File: src/smsd_pkg.sv
// Shared types and constants for the sliding-median spike detector.
// Used by smsd_hist, smsd_rank_scan and sliding_median_spike_detector.
package smsd_pkg;

    localparam int WINDOW_MAX   = 1024;
    localparam int VALUE_LEVELS = 256;

    localparam int PTR_W   = $clog2(WINDOW_MAX);
    localparam int LEN_W   = PTR_W + 1;
    localparam int VAL_W   = $clog2(VALUE_LEVELS);
    localparam int CNT_W   = LEN_W;
    localparam int RANK_W  = PTR_W;
    localparam int MED_W   = VAL_W + 1;
    localparam int ALERT_W = 32;

    localparam int IN_DATA_W  = ((VAL_W + 7) / 8) * 8;
    localparam int OUT_BITS   = 2 + MED_W + ALERT_W;
    localparam int OUT_DATA_W = ((OUT_BITS + 7) / 8) * 8;

    typedef struct packed {
        logic             clear;
        logic             rd_en;
        logic [VAL_W-1:0] rd_addr;
        logic             wr_en;
        logic [VAL_W-1:0] wr_addr;
        logic [CNT_W-1:0] wr_data;
    } hist_req_t;

    typedef struct packed {
        logic             done;
        logic [VAL_W-1:0] va;
        logic [VAL_W-1:0] vb;
    } scan_stat_t;

    typedef enum logic [7:0] {
        S_IDLE   = 8'b0000_0001,
        S_LOAD   = 8'b0000_0010,
        S_SCAN   = 8'b0000_0100,
        S_DEC_RD = 8'b0000_1000,
        S_DEC_WR = 8'b0001_0000,
        S_INC_RD = 8'b0010_0000,
        S_INC_WR = 8'b0100_0000,
        S_OUT    = 8'b1000_0000
    } state_t;

endpackage

File: src/smsd_hist.sv
// Per-value histogram memory with one write and one registered read port.
// A valid bit per bin makes a cleared bin read as zero. Depends on smsd_pkg.
module smsd_hist (
    input  logic                       aclk,
    input  logic                       aresetn,
    input  smsd_pkg::hist_req_t        req,
    output logic [smsd_pkg::CNT_W-1:0] rd_count
);
    import smsd_pkg::*;

    logic [CNT_W-1:0]        hist_mem [VALUE_LEVELS];
    logic [VALUE_LEVELS-1:0] valid_reg;
    logic [CNT_W-1:0]        rd_data_reg;
    logic                    rd_valid_reg;

    always_ff @(posedge aclk) begin
        if (req.wr_en) begin
            hist_mem[req.wr_addr] <= req.wr_data;
        end
        if (req.rd_en) begin
            rd_data_reg <= hist_mem[req.rd_addr];
        end
    end

    always_ff @(posedge aclk) begin
        if (!aresetn || req.clear) begin
            valid_reg    <= '0;
            rd_valid_reg <= 1'b0;
        end else begin
            if (req.wr_en) begin
                valid_reg[req.wr_addr] <= 1'b1;
            end
            if (req.rd_en) begin
                rd_valid_reg <= valid_reg[req.rd_addr];
            end
        end
    end

    assign rd_count = rd_valid_reg ? rd_data_reg : '0;

endmodule

File: config.mk
export PLATFORM = sky130hd
export DESIGN_NAME = smsd_hist
export DESIGN_NICKNAME = d
export VERILOG_FILES = /design/src/smsd_pkg.sv /design/src/smsd_hist.sv
export SDC_FILE = /design/constraint.sdc
export NUM_CORES = 2
export LEC_CHECK = 0
export BUFFER_PORTS_ARGS = -buffer_cell sky130_fd_sc_hd__buf_2
export CORE_UTILIZATION = 60
export CTS_BUF_LIST = sky130_fd_sc_hd__clkbuf_16
export CTS_CLUSTER_DIAMETER = 150
export DETAILED_ROUTE_END_ITERATION = 10
export PLACE_DENSITY_LB_ADDON = 0.12
export SYNTH_ARGS = -nofsm -noshare
export SYNTH_HDL_FRONTEND = slang
export SYNTH_SLANG_ARGS = --single-unit
export TNS_END_PERCENT = 5
File: constraint.sdc
create_clock -name aclk -period 3.6 [get_ports aclk]
set_input_delay 1.08 -clock aclk [delete_from_list [all_inputs] [get_ports aclk]]
set_output_delay 1.08 -clock aclk [all_outputs]
set_load 0.1 [all_outputs]
==> impl_metrics.toml <==
[run_status]
status = "completed"

[cells_and_area]
final_design_area_no_fill_mm2 = 0.137
nets = 6438
instances_no_fill = 9181
areaGrowthSynthToFinish_pct = 16.6
final_util_pct = 70.7
proportion_of_layout_cells_with_a_drive_suffix_above_1_pct = 31.6
largest_register_ffs = 2816
n_fill_cell = 11514

[global_routing]
antenna_found_initial = 10
globalRouteOverflowTotal = 0
globalRouteTotalUtil_pct = 31.2
largest_net_degree_at_the_start_of_global_routing = 118
vias_in_the_first_global_route = 61161
global_route_wire_length_before_repair_mm = 436

[critical_path]
crit-reg2reg-capture = "rd_data_reg[9]$_DFFE_PP_"
cpMostUsedCell = "sky130_fd_sc_hd__buf_12"
critPathCapture = "rd_data_reg[9]$_DFFE_PP_"
critical_path_required_ps = 4270
critical_path.max_stage_delay_ps = 800
worst-r2r-setup-slack_ps = 580
timing.critical_path.from_type = "input pin"
end_kind = "flop"
r2r_cells = 7
startpoint = "req[20]"
worstPathMaxFanout = 17
worst_r2r_startpoint = "hist_mem[210][9]$_DFFE_PP_"
timing_worst_setup_path_type = "in -> reg"
crit_chain = "buf_12 > buf_12 > buf_12 > mux4_2 > a22oi_1 > a21oi_1 > buf_4 > nor4_2 > o22ai_1 > or2_1"
slowest_stage = "sky130_fd_sc_hd__nor4_2"
worst_ep_arrival_time_ps = 4230

[clock_tree]
cts_post_setup_buffers_inserted = 0
worst_skew_pair.late_latency_ps = 940
worst_setup_hold_path_clk_slew_ps = 60
post_cts_hold_buffer_count = 0
cts_tree = "done"
numClockSinks = 3084
cts.root.buffer_cell = "sky130_fd_sc_hd__clkbuf_16"
tritoncts.num_buffers = 315
clock_tree.buffer_depth = 4
clock_tree.htree_level_count = 5

[synthesis]
synth-edff-count = 2827
synth.net_count = 5572
synth_seq_cells = 3084
synth.lib_cells_used.distinct = 50
synth_flop_cell = "sky130_fd_sc_hd__edfxtp_1"
ys_seq_area_share_pct = 76.9
netlist_top_cells_area = "sky130_fd_sc_hd__edfxtp_1 (72%), sky130_fd_sc_hd__mux4_2 (15%), sky130_fd_sc_hd__dfxtp_1 (4.4%), sky130_fd_sc_hd__a22oi_1 (2.2%), sky130_fd_sc_hd__o21a_1 (1.5%)"
synth.largest_area_cell = "sky130_fd_sc_hd__edfxtp_1"
synthDominantCellAreaShare_pct = 72.5
synthesis.area_per_instance_um2 = 21.1
synthArstFlopShare_pct = 0
top_post_synthesis_cells_by_count = "sky130_fd_sc_hd__edfxtp_1 (2,827), sky130_fd_sc_hd__mux4_2 (755), sky130_fd_sc_hd__a22oi_1 (348)"
post-synth-top-count-cell = "sky130_fd_sc_hd__edfxtp_1"
yosys_warnings = 0
syn_inst = 5540
synthesis.area_mm2 = 0.117

[sta]
fmax_ghz = 0.281
fin_worst_skew_ps = 42.1
timing.setup.tns_ps = 0
post-route-worst-setup-slack_ps = 41.9
final.min_clock_period_ps = 3560
number_of_hold_violations_in_the_final_report = 0
worst_hold_slack_ps = 460
final-max-slew-violation-count = 0
rsz0062_at_grt = "no"
max-slew-margin-rel_pct = 20.3
post-route-period-util_pct = 98.8
final-setup-viol-count = 0
timing_worst_slew_pin_value_ps = 1160

[die]
fp.dieH_um = 444
die_x_um = 444
floorplan.initialDensity_pct = 60.6
die-area_mm2 = 0.197
floorplan.rows = 161
ioPinCount = 43
core_region_area_mm2 = 0.193

[place]
pre_cts_ws_ps = -1050
io_buffers = 42
gp_congestion = 0.885
dp_hpwl_mm = 190
dpl_cell_area_mm2 = 0.127
post-place-cells = 8615

[pwr]
pwr_density_mw_per_mm2 = 538
sw_frac_of_total_pct = 21.0
clockPowerShare_pct = 41.3
p_comb_share_pct = 5.4
leakagePower_nw = 44.5
seq_power_share_pct = 53.2
p_sw_mw = 15.4
internal_power_mw = 58.1
p_total_mw = 73.6
vdd_drop_max_mv = 0.517

[routing]
route.detailed.wl_per_inst_um = 33.1
postRouteWirelength_mm = 304
drt_first_pass_iters = 5
drc = 0
ant_nets = 0
detailroute.via_count = 61336
drt-vias-per-instance = 6.68
drt_iter0_drc = 8168

[flow_run]
timing.max_cap.violations = 0

[worst_hold_path]
timing.hold.worst.class = "reg -> reg"
[layout make-up]
| type | instances | area, µm² | area share (%) |
|---|---|---|---|
| sequential | 3084 | 90000 | 65.9 |
| multi-input combinational | 2097 | 25400 | 18.6 |
| timing repair buffer | 905 | 8490 | 6.21 |
| clock buffer | 322 | 8060 | 5.90 |
| tap | 2526 | 3160 | 2.31 |
| clock inverter | 236 | 1470 | 1.08 |
| antenna | 8 | 20.0 | 0.0146 |
| inverter | 3 | 11.3 | 0.00824 |
[routing by layer]
metal / share of wire, % / routed length (µm) / track usage, %
met1: 38 / 116000 / 44.8
met2: 48 / 144000 / 48.4
met3: 9.5 / 28900 / 5.25
met4: 4.7 / 14400 / 13.2
met5: 0.0043 / 13 / 0
[power groups by stage]
stage	Combinational, mW	Clock (mW)	Sequential (mW)
after global placement	3.92	0	39.9
final	3.98	30.4	39.2
after CTS	3.99	30.7	39.2
after global routing	4.14	32.0	39.2
after detailed placement	3.97	0	39.9
after floorplan	1.82	0	39.9
[worst min-delay path by stage]
| stage | cells after the start | startpoint | to | slack (ps) |
|---|---|---|---|---|
| 2_1_floorplan | 2 | valid_reg[196]$_SDFFE_PP0P_ | valid_reg[196]$_SDFFE_PP0P_ | 430 |
| 4_1_cts | 1 | req[3] | hist_mem[29][3]$_DFFE_PP_ | 460 |
| 5_1_grt | 1 | req[3] | hist_mem[29][3]$_DFFE_PP_ | 470 |
| 3_3_place_gp | 1 | valid_reg[222]$_SDFFE_PP0P_ | valid_reg[222]$_SDFFE_PP0P_ | 440 |
| 3_5_place_dp | 1 | valid_reg[220]$_SDFFE_PP0P_ | valid_reg[220]$_SDFFE_PP0P_ | 450 |
| 6_report | 1 | valid_reg[234]$_SDFFE_PP0P_ | valid_reg[234]$_SDFFE_PP0P_ | 460 |
[cells in the final DEF, fill, tap and decap left out, types with 4 or more instances in the layout]
master / Yosys / final
sky130_fd_sc_hd__edfxtp_1: 2827 / 2827
sky130_fd_sc_hd__mux4_2: 755 / 755
sky130_fd_sc_hd__buf_4: 14 / 730
sky130_fd_sc_hd__a22oi_1: 348 / 348
sky130_fd_sc_hd__clkbuf_16: 0 / 322
sky130_fd_sc_hd__nor2_1: 300 / 299
sky130_fd_sc_hd__dfxtp_1: 257 / 257
sky130_fd_sc_hd__o21a_1: 240 / 240
sky130_fd_sc_hd__a21oi_1: 184 / 184
sky130_fd_sc_hd__buf_12: 0 / 134
sky130_fd_sc_hd__inv_1: 1 / 81
sky130_fd_sc_hd__clkinv_1: 2 / 80
sky130_fd_sc_hd__clkinv_2: 0 / 50
sky130_fd_sc_hd__nor4_1: 34 / 33
sky130_fd_sc_hd__buf_2: 49 / 29
sky130_fd_sc_hd__o22ai_1: 28 / 28
sky130_fd_sc_hd__nand3_1: 27 / 26
sky130_fd_sc_hd__nand2_1: 26 / 25
sky130_fd_sc_hd__mux2i_1: 25 / 25
sky130_fd_sc_hd__bufinv_16: 0 / 18
sky130_fd_sc_hd__nor4_2: 11 / 12
sky130_fd_sc_hd__and2_1: 13 / 12
sky130_fd_sc_hd__buf_8: 1 / 12
sky130_fd_sc_hd__a22oi_2: 11 / 11
sky130_fd_sc_hd__or2_1: 11 / 11
sky130_fd_sc_hd__nor2b_1: 14 / 11
sky130_fd_sc_hd__diode_2: 0 / 8
sky130_fd_sc_hd__nand4_1: 8 / 8
sky130_fd_sc_hd__o221ai_1: 8 / 8
sky130_fd_sc_hd__nand2b_1: 9 / 7
sky130_fd_sc_hd__nor3_1: 6 / 6
sky130_fd_sc_hd__or2_2: 5 / 5
sky130_fd_sc_hd__a22o_1: 5 / 5
sky130_fd_sc_hd__clkinvlp_4: 0 / 5
sky130_fd_sc_hd__a211oi_1: 4 / 4
[worst max-delay path, delay by kind of cell]
family          cells  cell delay, ps
compound gates      3             690
mux                 1             540
buf+inv             4             780
simple gates        2            1080
[cells by family after synthesis]
logic type	after synthesis	share of synthesized area (%)
mux	782	14.7
buf+inv	359	1.50
compound gates	845	5.06
flops	3084	76.9
simple gates	470	1.85
[timing repair]
action | in CTS | in global routing
hold endpoints to repair | 0 | 0
gates resized for setup | 1 | 0
setup endpoints to repair | 1 | 0
No activity file was read; power rests on OpenSTA's default activity.
