[src/smsd_pkg.sv]
// Shared types and constants for the sliding-median spike detector.
// Used by smsd_hist, smsd_rank_scan and sliding_median_spike_detector.
package smsd_pkg;

    localparam int WINDOW_MAX   = 1024;
    localparam int VALUE_LEVELS = 256;

    localparam int PTR_W   = $clog2(WINDOW_MAX);
    localparam int LEN_W   = PTR_W + 1;
    localparam int VAL_W   = $clog2(VALUE_LEVELS);
    localparam int CNT_W   = LEN_W;
    localparam int RANK_W  = PTR_W;
    localparam int MED_W   = VAL_W + 1;
    localparam int ALERT_W = 32;

    localparam int IN_DATA_W  = ((VAL_W + 7) / 8) * 8;
    localparam int OUT_BITS   = 2 + MED_W + ALERT_W;
    localparam int OUT_DATA_W = ((OUT_BITS + 7) / 8) * 8;

    typedef struct packed {
        logic             clear;
        logic             rd_en;
        logic [VAL_W-1:0] rd_addr;
        logic             wr_en;
        logic [VAL_W-1:0] wr_addr;
        logic [CNT_W-1:0] wr_data;
    } hist_req_t;

    typedef struct packed {
        logic             done;
        logic [VAL_W-1:0] va;
        logic [VAL_W-1:0] vb;
    } scan_stat_t;

    typedef enum logic [7:0] {
        S_IDLE   = 8'b0000_0001,
        S_LOAD   = 8'b0000_0010,
        S_SCAN   = 8'b0000_0100,
        S_DEC_RD = 8'b0000_1000,
        S_DEC_WR = 8'b0001_0000,
        S_INC_RD = 8'b0010_0000,
        S_INC_WR = 8'b0100_0000,
        S_OUT    = 8'b1000_0000
    } state_t;

endpackage

[src/smsd_rank_scan.sv]
// Rank search over histogram bins: accumulates bin counts one bin per cycle while live
// is high and records the values at two sorted ranks. Depends on smsd_pkg.
module smsd_rank_scan (
    input  logic                        aclk,
    input  logic                        aresetn,
    input  logic                        clear,
    input  logic                        live,
    input  logic [smsd_pkg::VAL_W-1:0]  tag,
    input  logic [smsd_pkg::CNT_W-1:0]  count,
    input  logic [smsd_pkg::RANK_W-1:0] rank_a,
    input  logic [smsd_pkg::RANK_W-1:0] rank_b,
    output smsd_pkg::scan_stat_t        stat
);
    import smsd_pkg::*;

    localparam logic [VAL_W-1:0] TOP_BIN = VAL_W'(VALUE_LEVELS - 1);

    logic [CNT_W:0]   acc_reg;
    logic [CNT_W:0]   acc_next;
    logic             a_found_reg;
    logic             done_reg;
    logic [VAL_W-1:0] va_reg;
    logic [VAL_W-1:0] vb_reg;
    logic             hit_a;
    logic             hit_b;

    assign acc_next = acc_reg + {1'b0, count};
    assign hit_a    = acc_next > (CNT_W + 1)'(rank_a);
    assign hit_b    = acc_next > (CNT_W + 1)'(rank_b);

    always_ff @(posedge aclk) begin
        if (!aresetn || clear) begin
            acc_reg     <= '0;
            a_found_reg <= 1'b0;
            done_reg    <= 1'b0;
        end else if (live && !done_reg) begin
            acc_reg <= acc_next;
            if (hit_a || tag == TOP_BIN) begin
                a_found_reg <= 1'b1;
            end
            if (hit_b || tag == TOP_BIN) begin
                done_reg <= 1'b1;
            end
        end
    end

    always_ff @(posedge aclk) begin
        if (live && !done_reg) begin
            if (!a_found_reg && (hit_a || tag == TOP_BIN)) begin
                va_reg <= tag;
            end
            if (hit_b || tag == TOP_BIN) begin
                vb_reg <= tag;
            end
        end
    end

    assign stat.done = done_reg;
    assign stat.va   = va_reg;
    assign stat.vb   = vb_reg;

endmodule

[config.mk]
export PLATFORM = sky130hd
export DESIGN_NAME = smsd_rank_scan
export DESIGN_NICKNAME = d
export VERILOG_FILES = /design/src/smsd_pkg.sv /design/src/smsd_rank_scan.sv
export SDC_FILE = /design/constraint.sdc
export NUM_CORES = 1
export LEC_CHECK = 0
export ABC_AREA = 0
export ABC_CLOCK_PERIOD_IN_PS = 3600
export BUFFER_PORTS_ARGS = -buffer_cell sky130_fd_sc_hd__buf_4
export CORE_ASPECT_RATIO = 0.75
export CORE_MARGIN = 5
export CORE_UTILIZATION = 40
export CTS_BUF_LIST = sky130_fd_sc_hd__clkbuf_4
export DETAILED_ROUTE_END_ITERATION = 6
export GPL_ROUTABILITY_DRIVEN = 0
export PLACE_DENSITY = 0.67
export SLEW_MARGIN = 20
export SYNTH_ARGS = -nofsm -noshare
export SYNTH_HDL_FRONTEND = slang
export SYNTH_SLANG_ARGS = --single-unit
export TNS_END_PERCENT = 50
[constraint.sdc]
create_clock -name aclk -period 3.6 [get_ports aclk]
set_input_delay 0.54 -clock aclk [delete_from_list [all_inputs] [get_ports aclk]]
set_output_delay 0.54 -clock aclk [all_outputs]
set_load 0.05 [all_outputs]
==> results.md, run 1 <==
* Post-synthesis sequential area ratio at 37.3%
* Tcrit/Tclk final at 94.8%
* Avg WL per Cell at 13.2 um
* FMAX at 293 MHz
* VDD IR max at 0.000164 V
* Total CTS buffers at 5
* Met1 usage at 20.4%
* Core Box Area at 4930 um^2
* Nets@finish at 373
* Minimum clock period at 3.41 ns
* CTS H-Tree Depth at 2
* Worst slew margin at 58.1%
* CP Launch Type: register
* Die Wd at 92.5 um
* Worst slack at placement at -0.353 ns
* Setup violations, final at 0
* Area post-placement at 2630 um^2
* Area Overhead vs Synth at 34.1%
* Static Leak at 1.28 nW
* CP endpoint kind: register
* Via count at 1,812
* Final Cell Area at 2740 um^2
* Ys async rst share at 0%
* Grt ovf at 0
* IO Pins at 60
* MaxCap Viol Count at 0
* Synthesized instance count at 223
* Setup TNS Final at 0 ns
* Max Transition Viols Final at 0
* GRT Total Usage at 14.1%
* CTS max path bufs at 2
* Main area contributors after synthesis: edfxtp_1, ha_1, dfxtp_1
* Synth Flop Type: edfxtp_1
* Placed cells at 350
* PD cells at 370 nW/um^2
* Final Hold Slack at 0.399 ns
* ANT cells at 0
* Initial antenna violation count at 0
* Via density at 5.05
* First-pass GRT wire length at 7.50 mm
* Clock skew at 0.0178 ns
* Number of synthesized flops with an enable pin at 16
* Critical path type: reg2reg
* Worst slew pin tran at 0.627 ns
* CTS tree: yes
* GRT met3 Usage at 3.67%
* Non-Filler Instances at 359
* Worst Path Max Fanout at 8
* Top cell type's share of synthesized area at 23.5%
* M2 GR Usage at 21.1%
* Mapped Nets at 298
* Worst Hold Class: in2reg
* Syn Area/Cell at 9.16 um^2
* Outcome: finished clean
* Largest net degree at the start of global routing at 15
* Clock-pin transition on the worst setup and hold timing paths at 0.10 ns
* DIE AREA at 6650 um^2
* Layer with the highest usage: met2
* Die extent in y at 71.9 um
* Clock Latency Late Sink at 0.33 ns
* Fin. Hold Viols at 0
* Drt initial violations at 60
* Required @ worst endpoint at 3.69 ns
* Initial core utilization at 41.4%
* Layout cells sized above 1 at 29.1%
* Post-detail-place hpwl at 3.86 mm
* Clock sinks at 30
* IO buf count at 59
* Final WL at 4.73 mm
* Seq cells post-synth at 30
* Yosys warns at 0
* Post-route ant nets at 0
* Cell taking the most area after synthesis: edfxtp_1
* Max reg flops at 12
* CTS Root Cell: clkbuf_4
* Distinct cell type count after synthesis at 39
* Synth cell count leaders: nand2_1, ha_1, inv_1
* Most frequent cell after synthesis: nand2_1
* Worst Path Arrival at 3.51 ns
* Vias in the first global route at 1,667
* DRC at 0
* DR pass1 iterations at 4
* Num rows at 22
* Syn Std Cell Area at 2040 um^2
* Post-route setup slack at 0.185 ns
[through the flow]
| stage | power [mW] | utilization (%) |
|---|---|---|
| after floorplan | 0.667 | - |
| after CTS | 0.996 | 54.6 |
| after global placement | 0.794 | 53.4 |
| after global routing | 1.08 | 55.6 |
| final | 1.01 | 55.6 |
| after detailed placement | 0.799 | 53.4 |
[what timing repair did]
action | 4_1_cts | 5_1_grt
hold endpoints to repair | 0 | 0
gates resized for setup | 2 | 5
setup buffers | 0 | 1
hold buffers | 0 | 0
setup endpoints to repair | 8 | 16
pin swaps | 0 | 1
[layer usage]
layer  vias up  routed length, um  part of all wire, %
li1        949                  -                    -
met1       816               2380                   50
met2        42               2060                   43
met3         5                248                  5.2
met4         0                 43                 0.91
met5         -                  0                    0
[logic make-up after synthesis]
| family | synth area share (%) |
|---|---|
| and+or+nand+nor | 17.0 |
| AOI/OAI and AO/OA | 15.8 |
| adders and majority gates | 20.0 |
| buffers and inverters | 5.70 |
| DFF | 37.3 |
| xor gates and xnor gates | 4.29 |
[critical path, cell delays in order, from the launching register on]
cell	delay, ns
dfxtp_1	0.34
ha_1	0.27
a21o_1	0.14
nand4_1	0.15
and3_1	0.24
o21ai_1	0.21
xor2_1	0.34
ha_1	0.33
nand2_1	0.07
o21ai_1	0.07
a2111oi_1	0.48
a21oi_1	0.13
nand2_1	0.17
a211oi_4	0.09
buf_12	0.17
[placed cells by master (no fill, tap or decap), drive strengths merged, types with 3 or more instances in the layout]
cell type | synthesis | routed
nor2 | 5 | 5
xnor2 | 7 | 7
ha | 31 | 31
nand4 | 8 | 8
buf | 2 | 72
clkbuf | 2 | 5
a21oi | 25 | 25
dfxtp | 14 | 14
edfxtp | 16 | 16
nand2b | 3 | 3
nand3 | 6 | 6
xor2 | 3 | 3
nor2b | 5 | 5
nand2 | 32 | 32
o21ai | 12 | 12
inv | 26 | 26
[cell type report]
class	count	area [um^2]
clock buffers	5	37.5
clock inverters	3	16.3
fillers	473	2190
inverters	26	97.6
multi-input cells	163	1200
flip-flops and latches	30	761
well taps	60	75.1
repair buffers	72	553
[report_power, final]
group | switching, mW | internal [mW]
combinational | 0.242 | 0.170
sequential | 0.0102 | 0.395
clock | 0.124 | 0.0726
total | 0.376 | 0.637
[worst paths after layout]
path / from / end / slack, ns / cells after the start
setup reg to reg: acc_reg[1] / va_reg[1] / 0.19 / 14
hold / removal: tag[4] / vb_reg[4] / 0.40 / 1
hold reg to reg: acc_reg[6] / acc_reg[6] / 0.47 / 2
setup / recovery: acc_reg[1] / va_reg[1] / 0.19 / 14
No activity file was read; power rests on OpenSTA's default activity.
==> run 2, diff against run 1 <==
--- a/config.mk
+++ b/config.mk
@@ -5,7 +5,7 @@
 export SDC_FILE = /design/constraint.sdc
 export NUM_CORES = 1
 export LEC_CHECK = 0
-export ABC_AREA = 0
+export ABC_AREA = 1
 export ABC_CLOCK_PERIOD_IN_PS = 3600
 export BUFFER_PORTS_ARGS = -buffer_cell sky130_fd_sc_hd__buf_4
 export CORE_ASPECT_RATIO = 0.75
@@ -14,7 +14,7 @@
 export CTS_BUF_LIST = sky130_fd_sc_hd__clkbuf_4
 export DETAILED_ROUTE_END_ITERATION = 6
 export GPL_ROUTABILITY_DRIVEN = 0
-export PLACE_DENSITY = 0.67
+export PLACE_DENSITY = 0.66
 export SLEW_MARGIN = 20
 export SYNTH_ARGS = -nofsm -noshare
 export SYNTH_HDL_FRONTEND = slang
==> results.md, run 2 <==
* Outcome: finished clean
* Num rows at 23 (+4.5%)
* Vias in the first global route at 1,703 (+2.2%)
* Complex-gate fraction of the synthesized area at 10.1% (-5.8 points)
* Tcrit/Tclk final at 83.5% (-11 points)
* Setup violations, final at 0 (unchanged)
* Post-route ant nets at 0 (unchanged)
* Syn Area/Cell at 7.73 um^2 (-16%)
* Commonest cells after routing, fill and taps aside: nand2_1, buf_4, inv_1
* Adder-Cell Fraction of Synth Area at 18.8% (-1.1 points)
* Worst Hold Class: in2reg
* Setup TNS Final at 0 ns (unchanged)
* VDD IR max at 0.000127 V (-23%)
* Post-detail-place hpwl at 4.27 mm (+11%)
* Area post-placement at 2690 um^2 (+2.4%)
* Worst hold stages at 1 (unchanged)
* GRT Total Usage at 14.9% (+0.70 points)
* Int Power at 613 uW (-3.7%)
* Synth Flop Type: edfxtp_1
* CTS max path bufs at 2 (unchanged)
* Largest net degree at the start of global routing at 16 (+1)
* ANT cells at 0 (unchanged)
* Layout cells sized above 1 at 25.2% (-3.9 points)
* Mux cell area share after synthesis at 0% (unchanged)
* Via density at 4.52 (-10%)
* Placed cells at 412 (+18%)
* RSZ-0062 raised after global routing: false
* Worst Path Max Fanout at 8 (unchanged)
* Synthesized instance count at 280 (+26%)
* Clock Latency Late Sink at 0.35 ns (+0.02 ns)
* Design Power at 1.00 mW (-1.0%)
* Synth cell count leaders: nand2_1, inv_1, ha_1
* Post-CTS Resized at 0 (-2)
* Grt ovf at 0 (unchanged)
* IO Pins at 60 (unchanged)
* Distinct cell type count after synthesis at 26 (-33%)
* Sw Share at 38.9% (+1.7 points)
* Drt initial violations at 88 (+47%)
* Nets@finish at 419 (+12%)
* Most frequent cell after synthesis: nand2_1
* Largest family of logic cells by synthesized area: simple AND/OR/NAND/NOR gates
* DIE AREA at 7000 um^2 (+5.3%)
* Number of synthesized flops with an enable pin at 16 (unchanged)
* Minimum clock period at 3.00 ns (-0.410 ns)
* Initial antenna violation count at 0 (unchanged)
* Max Transition Viols Final at 0 (unchanged)
* FMAX at 333 MHz (+14%)
* CTS tree: yes
* Ys async rst share at 0% (unchanged)
* Combinational fraction of design power at 39.3% (-1.3 points)
* Via count at 1,899 (+4.8%)
* Yosys warns at 0 (unchanged)
* Syn Std Cell Area at 2160 um^2 (+6.0%)
* Die Wd at 94.9 um (+2.6%)
* First-pass GRT wire length at 7.96 mm (+6.1%)
* PD cells at 365 nW/um^2 (-1.3%)
* Worst slew margin at 66.7% (+8.6 points)
* Required @ worst endpoint at 3.65 ns (-0.04 ns)
* Top cell type's share of synthesized area at 22.2% (-1.3 points)
* MaxCap Viol Count at 0 (unchanged)
* Post-Synth Simple-Gate Area at 22.0% (+5.1 points)
* CTS H-Tree Depth at 2 (unchanged)
* Post-CTS Hold Buffers at 0 (unchanged)
* Clk pwr share at 20.4% (+1.0 points)
* Initial core utilization at 40.9% (-0.56 points)
* CTS Root Cell: clkbuf_4
* Static Leak at 1.52 nW (+19%)
* Final Cell Area at 2750 um^2 (+0.32%)
* Non-Filler Instances at 420 (+17%)
* Cell taking the most area after synthesis: edfxtp_1
* Core Box Area at 5300 um^2 (+7.5%)
* Clock-pin transition on the worst setup and hold timing paths at 0.11 ns (about the same)
* Die extent in y at 73.7 um (+2.5%)
* CP endpoint kind: register
* Worst Path Arrival at 3.06 ns (-0.45 ns)
* Worst slew pin tran at 0.499 ns (-0.129 ns)
* Critical path type: reg2reg
* Clock sinks at 30 (unchanged)
* Clock skew at 0.0160 ns (-0.00177 ns)
* Total CTS buffers at 5 (unchanged)
* Avg WL per Cell at 12.2 um (-7.4%)
* Net switching power at 390 uW (+3.6%)
* Filler cell count at 538 (+14%)
* CP Launch Type: register
* Final WL at 5.12 mm (+8.4%)
* R2R depth at 17 (+3)
* Seq cells post-synth at 30 (unchanged)
* Mapped Nets at 355 (+19%)
* Xor/xnor share of the synthesized area at 2.83% (-1.5 points)
* DRC at 0 (unchanged)
* Main area contributors after synthesis: edfxtp_1, ha_1, dfxtp_1
* Max reg flops at 12 (unchanged)
* Post-synthesis sequential area ratio at 35.1% (-2.1 points)
* Fin. Hold Viols at 0 (unchanged)
* Area Overhead vs Synth at 26.9%
* Post-CTS Setup Inserts at 0 (unchanged)
* Sequential Power Share at 40.3% (+0.3 points)
* IO buf count at 59 (unchanged)
* DR pass1 iterations at 4 (unchanged)
==> run 2: power groups by stage <==
stage / logic (mW) / clock network [mW] / registers, mW
2_1_floorplan: 0.205 / 0 / 0.476
3_3_place_gp: 0.387 / 0 / 0.411
3_5_place_dp: 0.395 / 0 / 0.412
4_1_cts: 0.397 / 0.208 / 0.405
5_1_grt: 0.439 / 0.223 / 0.407
6_report: 0.394 / 0.205 / 0.404
==> run 2: worst paths after layout <==
| check | start | endpoint | slack (ns) |
|---|---|---|---|
| hold / removal | tag[0] | vb_reg[0] | 0.38 |
| hold reg to reg | a_found_reg | a_found_reg | 0.48 |
| setup / recovery | acc_reg[0] | vb_reg[2] | 0.60 |
| setup reg to reg | acc_reg[0] | vb_reg[2] | 0.60 |
==> run 2: critical path: stages, from the launching register on <==
cell      delay [ns]
dfxtp_1         0.35
ha_1            0.16
inv_1           0.05
fa_1            0.40
inv_1           0.14
a21oi_2         0.09
xnor2_1         0.33
ha_1            0.30
nand2_1         0.09
nor2_1          0.05
nor2_1          0.11
nand2_1         0.06
nand2_1         0.06
nand2_1         0.05
nand2_1         0.07
nand2_1         0.06
o21bai_2        0.14
inv_1           0.20
==> run 2: cell families (layout without fill, tap and decap cells) <==
kind of cell	count (synthesis)	after routing
simple gates	112	112
buf+inv	63	128
compound gates	36	36
flops	30	30
xor+xnor	7	7
fa+ha+maj	32	32
==> run 2: stage by stage <==
step                hold slack (ns)  util [%]  worst slack, ns
CTS                           0.375      51.9            0.610
global placement              0.439      50.9            0.385
finish                        0.382      51.9            0.595
detailed placement            0.468      50.9            0.314
global route                  0.371      51.9            0.411
floorplan                     0.430         -            0.625
==> run 2: cell type report <==
cell class	instances	area [um^2]	area share, %
Timing Repair Buffer	60	450	16.4
Clock inverter	3	16.3	0.592
Inverter	60	225	8.20
Tap cell	75	93.8	3.42
Clock buffer	5	37.5	1.37
Sequential cell	30	761	27.7
Multi-Input combinational cell	187	1160	42.3
==> run 2: layer usage <==
metal / vias up / GRT usage [%] / part of all wire (%)
li1: 1012 / - / -
met3: 5 / 3.38 / 6.6
met5: - / 0 / 0
met2: 48 / 22.1 / 43
met1: 834 / 21.4 / 49
met4: 0 / 4.32 / 0.90
